--- config.mk ---
export PLATFORM = sky130hd
export DESIGN_NAME = acc_div
export DESIGN_NICKNAME = d
export VERILOG_FILES = /design/src/design/acc_pkg.sv /design/src/design/acc_div.sv
export SDC_FILE = /design/constraint.sdc
export NUM_CORES = 1
export LEC_CHECK = 0
export ABC_AREA = 1
export BUFFER_PORTS_ARGS = -buffer_cell sky130_fd_sc_hd__buf_2
export CAP_MARGIN = 20
export CORE_MARGIN = 2
export CORE_UTILIZATION = 50
export CTS_CLUSTER_DIAMETER = 50
export DETAILED_ROUTE_END_ITERATION = 8
export PLACE_DENSITY = 0.82
export SLEW_MARGIN = 20
export SYNTH_ARGS = -nofsm -noshare
export SYNTH_HDL_FRONTEND = slang
export SYNTH_SLANG_ARGS = --single-unit
export TNS_END_PERCENT = 50
--- constraint.sdc ---
create_clock -name clk_i -period 1.9 [get_ports clk_i]
set_input_delay 0.285 -clock clk_i [delete_from_list [all_inputs] [get_ports clk_i]]
set_output_delay 0.285 -clock clk_i [all_outputs]
set_load 0.05 [all_outputs]
--- src/design/acc_pkg.sv ---
// Shared types and constants of the 16-bit accumulator core.
`default_nettype none
package acc_pkg;

  typedef logic [15:0] word_t;

  typedef struct packed {
    logic  start;
    word_t dividend;
    word_t divisor;
  } div_req_t;

  typedef struct packed {
    logic  done;
    word_t quo;
    word_t rem;
  } div_rsp_t;

  // register indexes
  localparam logic [2:0] R_SP  = 3'd0;
  localparam logic [2:0] R_PC  = 3'd1;
  localparam logic [2:0] R_FL  = 3'd2;
  localparam logic [2:0] R_ACC = 3'd7;

  // opcodes
  localparam logic [7:0] OP_MOV     = 8'h00;
  localparam logic [7:0] OP_LDI_X   = 8'h01;
  localparam logic [7:0] OP_LDI_ACC = 8'h05;
  localparam logic [7:0] OP_LDM_X   = 8'h06;
  localparam logic [7:0] OP_LDM_ACC = 8'h0A;
  localparam logic [7:0] OP_LDR     = 8'h0B;
  localparam logic [7:0] OP_STR     = 8'h0C;
  localparam logic [7:0] OP_STM_X   = 8'h0D;
  localparam logic [7:0] OP_STM_ACC = 8'h11;
  localparam logic [7:0] OP_ALU     = 8'h12;
  localparam logic [7:0] OP_CMP     = 8'h13;
  localparam logic [7:0] OP_CMPI    = 8'h14;
  localparam logic [7:0] OP_SKIP    = 8'h15;
  localparam logic [7:0] OP_JREL    = 8'h16;
  localparam logic [7:0] OP_JREG    = 8'h17;
  localparam logic [7:0] OP_JMP     = 8'h18;
  localparam logic [7:0] OP_JR      = 8'h19;
  localparam logic [7:0] OP_PUSH    = 8'h1A;
  localparam logic [7:0] OP_PUSHI   = 8'h1B;
  localparam logic [7:0] OP_POP     = 8'h1C;
  localparam logic [7:0] OP_CALL    = 8'h1D;
  localparam logic [7:0] OP_RET     = 8'h1E;
  localparam logic [7:0] OP_INC     = 8'h1F;

  // arithmetic ops
  localparam logic [7:0] ALU_ADD = 8'h00;
  localparam logic [7:0] ALU_SUB = 8'h01;
  localparam logic [7:0] ALU_MUL = 8'h02;
  localparam logic [7:0] ALU_DIV = 8'h03;
  localparam logic [7:0] ALU_MOD = 8'h04;
  localparam logic [7:0] ALU_SHR = 8'h05;
  localparam logic [7:0] ALU_SHL = 8'h06;
  localparam logic [7:0] ALU_AND = 8'h07;
  localparam logic [7:0] ALU_OR  = 8'h08;
  localparam logic [7:0] ALU_XOR = 8'h09;
  localparam logic [7:0] ALU_NOT = 8'h0A;
  localparam logic [7:0] ALU_INC = 8'h0B;

  // skip modes
  localparam logic [7:0] SK_NLT = 8'h00;
  localparam logic [7:0] SK_NGT = 8'h01;
  localparam logic [7:0] SK_NLE = 8'h02;
  localparam logic [7:0] SK_NGE = 8'h03;
  localparam logic [7:0] SK_NEQ = 8'h04;
  localparam logic [7:0] SK_LE  = 8'h05;

  localparam word_t VEC_ADDR  = 16'hff02;
  localparam word_t ALL_ONES  = 16'hffff;
  localparam word_t OFS_MASK  = 16'h7fff;

endpackage
`default_nettype wire

--- src/design/acc_div.sv ---
// Radix-2 restoring divider, one quotient bit per cycle.
`default_nettype none
module acc_div (
  input  wire logic              clk_i,
  input  wire logic              rst_ni,
  input  wire acc_pkg::div_req_t req_i,
  output acc_pkg::div_rsp_t      rsp_o
);

  logic [15:0] quo_q, rem_q, dvs_q;
  logic [3:0]  cnt_q;
  logic        busy_q, done_q;
  logic [16:0] shl, diff;

  assign shl  = {rem_q, quo_q[15]};
  assign diff = shl - {1'b0, dvs_q};

  always_ff @(posedge clk_i or negedge rst_ni) begin
    if (!rst_ni) begin
      busy_q <= 1'b0;
      done_q <= 1'b0;
      cnt_q  <= '0;
    end else begin
      done_q <= 1'b0;
      if (req_i.start) begin
        busy_q <= 1'b1;
        cnt_q  <= '0;
      end else if (busy_q) begin
        cnt_q <= cnt_q + 4'd1;
        if (cnt_q == 4'd15) begin
          busy_q <= 1'b0;
          done_q <= 1'b1;
        end
      end
    end
  end

  always_ff @(posedge clk_i) begin
    if (req_i.start) begin
      quo_q <= req_i.dividend;
      rem_q <= '0;
      dvs_q <= req_i.divisor;
    end else if (busy_q) begin
      // keep the shifted remainder when the trial subtract goes negative
      if (!diff[16]) begin
        rem_q <= diff[15:0];
      end else begin
        rem_q <= shl[15:0];
      end
      quo_q <= {quo_q[14:0], !diff[16]};
    end
  end

  assign rsp_o.done = done_q;
  assign rsp_o.quo  = quo_q;
  assign rsp_o.rem  = rem_q;

endmodule
`default_nettype wire

==> qor.txt <==
Leak -> 0.00245 uW
Clock power share -> 10.4%
Via count -> 3185
# setup viols final -> 17
Main flop type after synthesis -> edfxtp_1
Count leader, synth -> nand2_1
Worst-margin pin slew -> 618 ps
Worst Slack Setup Final -> -199 ps
Net switching power -> 3050 uW
Slowest stage cell, crit path -> fa_2
Sequential share of power -> 25.3%
Die ar. -> 7310 um2
Clk_skew -> 5.20 ps
MaxCap Viol Count -> 0
Async SR Flop Fraction -> 11.1%
Failing checks -> negative setup slack
Routability cong. -> 0.900
Final Power -> 6390 uW
Area after DPL -> 4020 um2
Net Sw Frac -> 47.7%
Core area -> 6390 um2
Clk root buf -> clkbuf_8
Critical hold path startpoint -> req_i[5]
Layout cells sized above 1 -> 27.0%
Slew Limit Fails -> 0
Kind of start point of the critical path -> flop
Final worst-path cycle share -> 110%
ANT cells -> 0
Status -> finished with violations
Initial antenna violation count -> 0
Final hold vios -> 0
DRC -> 0
Int Pwr -> 3350 uW
Critical path class -> flop to flop
Avg Synthesized Cell Area -> 7.14 um2
Clock sink count -> 54
WL/cell -> 11.8 um
Synth top area share -> 28.9%
Ports -> 68
Final ANT Viol Nets -> 0
R2R depth -> 16
Clock buffer depth -> 2
Clk_lat worst skew -> 310 ps
Hpwl dp -> 5790 um
Count of cell types in the netlist -> 27
Post-synth EDFFs -> 32
Sequential share of the synthesized area -> 43.1%
CP endpoint kind -> flop
Power Density -> 1500 nW/um2
All-Layer GR Usage -> 21.4%
Final instance count without filler cells -> 654
Unrepaired setup endpoints after global routing -> yes
CTS Buf Count -> 5
Relative slew slack -> 58.7%
Terminus of the critical flop-to-flop path -> rem_q[2]
Top cell type by total area after synthesis -> edfxtp_1
Fin nets -> 629
Top cells by count, synth -> 201 x nand2_1, 89 x inv_1, 32 x edfxtp_1, 27 x nand3_1, 17 x ha_1
Reg clk slew, reported paths -> 100 ps
Power share of the combinational group -> 64.3%
WHS Endpoint -> dvs_q[5]
Peak supply drop -> 1.09 mV
Final Critical Period -> 2100 ps
Via density -> 4.87
R2R Setup Slk -> -200 ps
CTS tree -> yes
Die height -> 85.5 um
Fin area -> 4270 um2
Post-synthesis cell count -> 465
Hold-critical path depth -> 1
Synth Warn # -> 0
Dpl cells -> 641
Starting Density -> 52.0%
Mapped cell area -> 3320 um2
WHS -> 141 ps
Cell Rows -> 29
R2r startpoint -> quo_q[15]
Area grow syn2layout -> 28.6%
Remaining Overflow, GRT -> 0
Cell Chain, Critical Path -> inv_2 -> ha_4 -> fa_2 -> inv_2 -> nand2_2 -> nand2_2 -> nand3_2 -> nand2_2 -> nand2_4 -> nand2_4 -> nand2_4 -> nand2_4 -> clkbuf_16 -> nand2_2 -> nand3_1 -> nand2_1
Synth Register Bits -> 54
CP required -> 2120 ps
CP max FO -> 6
Fmax -> 476 MHz
Hold crit path type -> input port to flop
Iter 0 DRT Violations -> 180
FILL cells -> 532
Worst path arrival time -> 2320 ps
Core Util, Final -> 66.8%
Drt first pass iters -> 5
Vias in the first global route -> 3016
CP peak stage delay -> 400 ps
Die Span X -> 85.5 um
WL final -> 7730 um
First-pass GRT wire length -> 12800 um
Largest net degree at the start of global routing -> 28
Number of port buffers -> 67
H-tree Lvls -> 2
Post-Synthesis Net Count -> 518
Area contributors post-synth -> edfxtp_1 29%, nand2_1 23%, inv_1 10%
flip-flops by register name, summed over array words and instances (netlist names):
register,flops
busy_q,1
cnt_q,4
rem_q,16
quo_q,16
dvs_q,16
done_q,1
kinds of logic after synthesis:
logic type | after synthesis | share of synthesized area (%)
compound gates | 19 | 2.86
buf+inv | 99 | 12.1
fa+ha+maj | 18 | 7.01
simple gates | 268 | 33.1
flops | 54 | 43.1
xor+xnor | 7 | 1.85
placed cells by master (no fill, tap or decap), types with 2 or more instances in the layout:
cell / synthesis / routed
clkbuf_8: 1 / 5
nand3_1: 27 / 23
nand2_2: 9 / 17
inv_1: 89 / 87
dfxtp_1: 16 / 16
a21oi_1: 11 / 10
nand3_2: 0 / 4
edfxtp_1: 32 / 32
nand2_1: 201 / 188
nor3_1: 3 / 3
buf_12: 0 / 2
inv_2: 1 / 3
xnor2_1: 3 / 3
dfrtp_1: 6 / 6
nor2_1: 15 / 14
nand4_1: 6 / 6
ha_1: 17 / 16
buf_4: 1 / 40
nand2_4: 0 / 5
nor2_2: 3 / 4
buf_2: 0 / 67
o21ai_0: 8 / 4
o21ai_1: 0 / 4
xor2_1: 4 / 4
worst max-delay path: cells and delay by family, from the launching register on:
kind	cells	cell delay, ps
adder cells (fa/ha/maj)	2	560
buffers and inverters	3	310
AND/OR/NAND/NOR	11	720
flip-flops	1	390
timing repair:
item,CTS,global route
buffers inserted,2,1
pin swaps,1,8
endpoints found under the hold margin,6,0
cloned,0,1
setup endpoints to repair,17,17
resized for setup,7,25
hold buffers,1,0
metrics by stage:
step           setup TNS, ps  setup WS [ps]
6_report               -2870           -199
5_1_grt                -5230           -317
4_1_cts                -2020           -166
3_5_place_dp           -2550           -171
3_3_place_gp           -1190          -94.5
2_1_floorplan          -6880           -517
layer usage:
metal	routed length, um	global-route usage (%)
met2	4080	39.1
met3	339	3.75
met1	3280	26.8
met4	29	3.46
met5	0	0
cell type report:
type	instances	area, um2	area share, %
clock buffer	6	72.6	1.70
clock inverter	2	13.8	0.322
inverter	91	342	8.00
multi-input combinational	312	1590	37.2
sequential	54	1430	33.5
tap	77	96.3	2.26
timing repair buffer	112	726	17.0
how the worst max path moves through the flow:
stage | from | end | slack (ps) | depth (start not counted)
finish | quo_q[15] | rem_q[2] | -200 | 16
global route | quo_q[15] | rem_q[4] | -320 | 16
CTS | quo_q[15] | quo_q[0] | -170 | 14
detailed placement | quo_q[15] | rem_q[8] | -170 | 16
global placement | quo_q[15] | quo_q[0] | -90 | 14
floorplan | quo_q[15] | quo_q[0] | -520 | 14
power groups by stage:
stage | sequential, uW | clock [uW] | combinational, uW
5_1_grt | 1640 | 720 | 4540
3_5_place_dp | 1630 | 0 | 3730
4_1_cts | 1610 | 672 | 3800
6_report | 1620 | 665 | 4110
2_1_floorplan | 2280 | 0 | 1850
3_3_place_gp | 1630 | 0 | 3650
(Power assumes the default switching activity.)
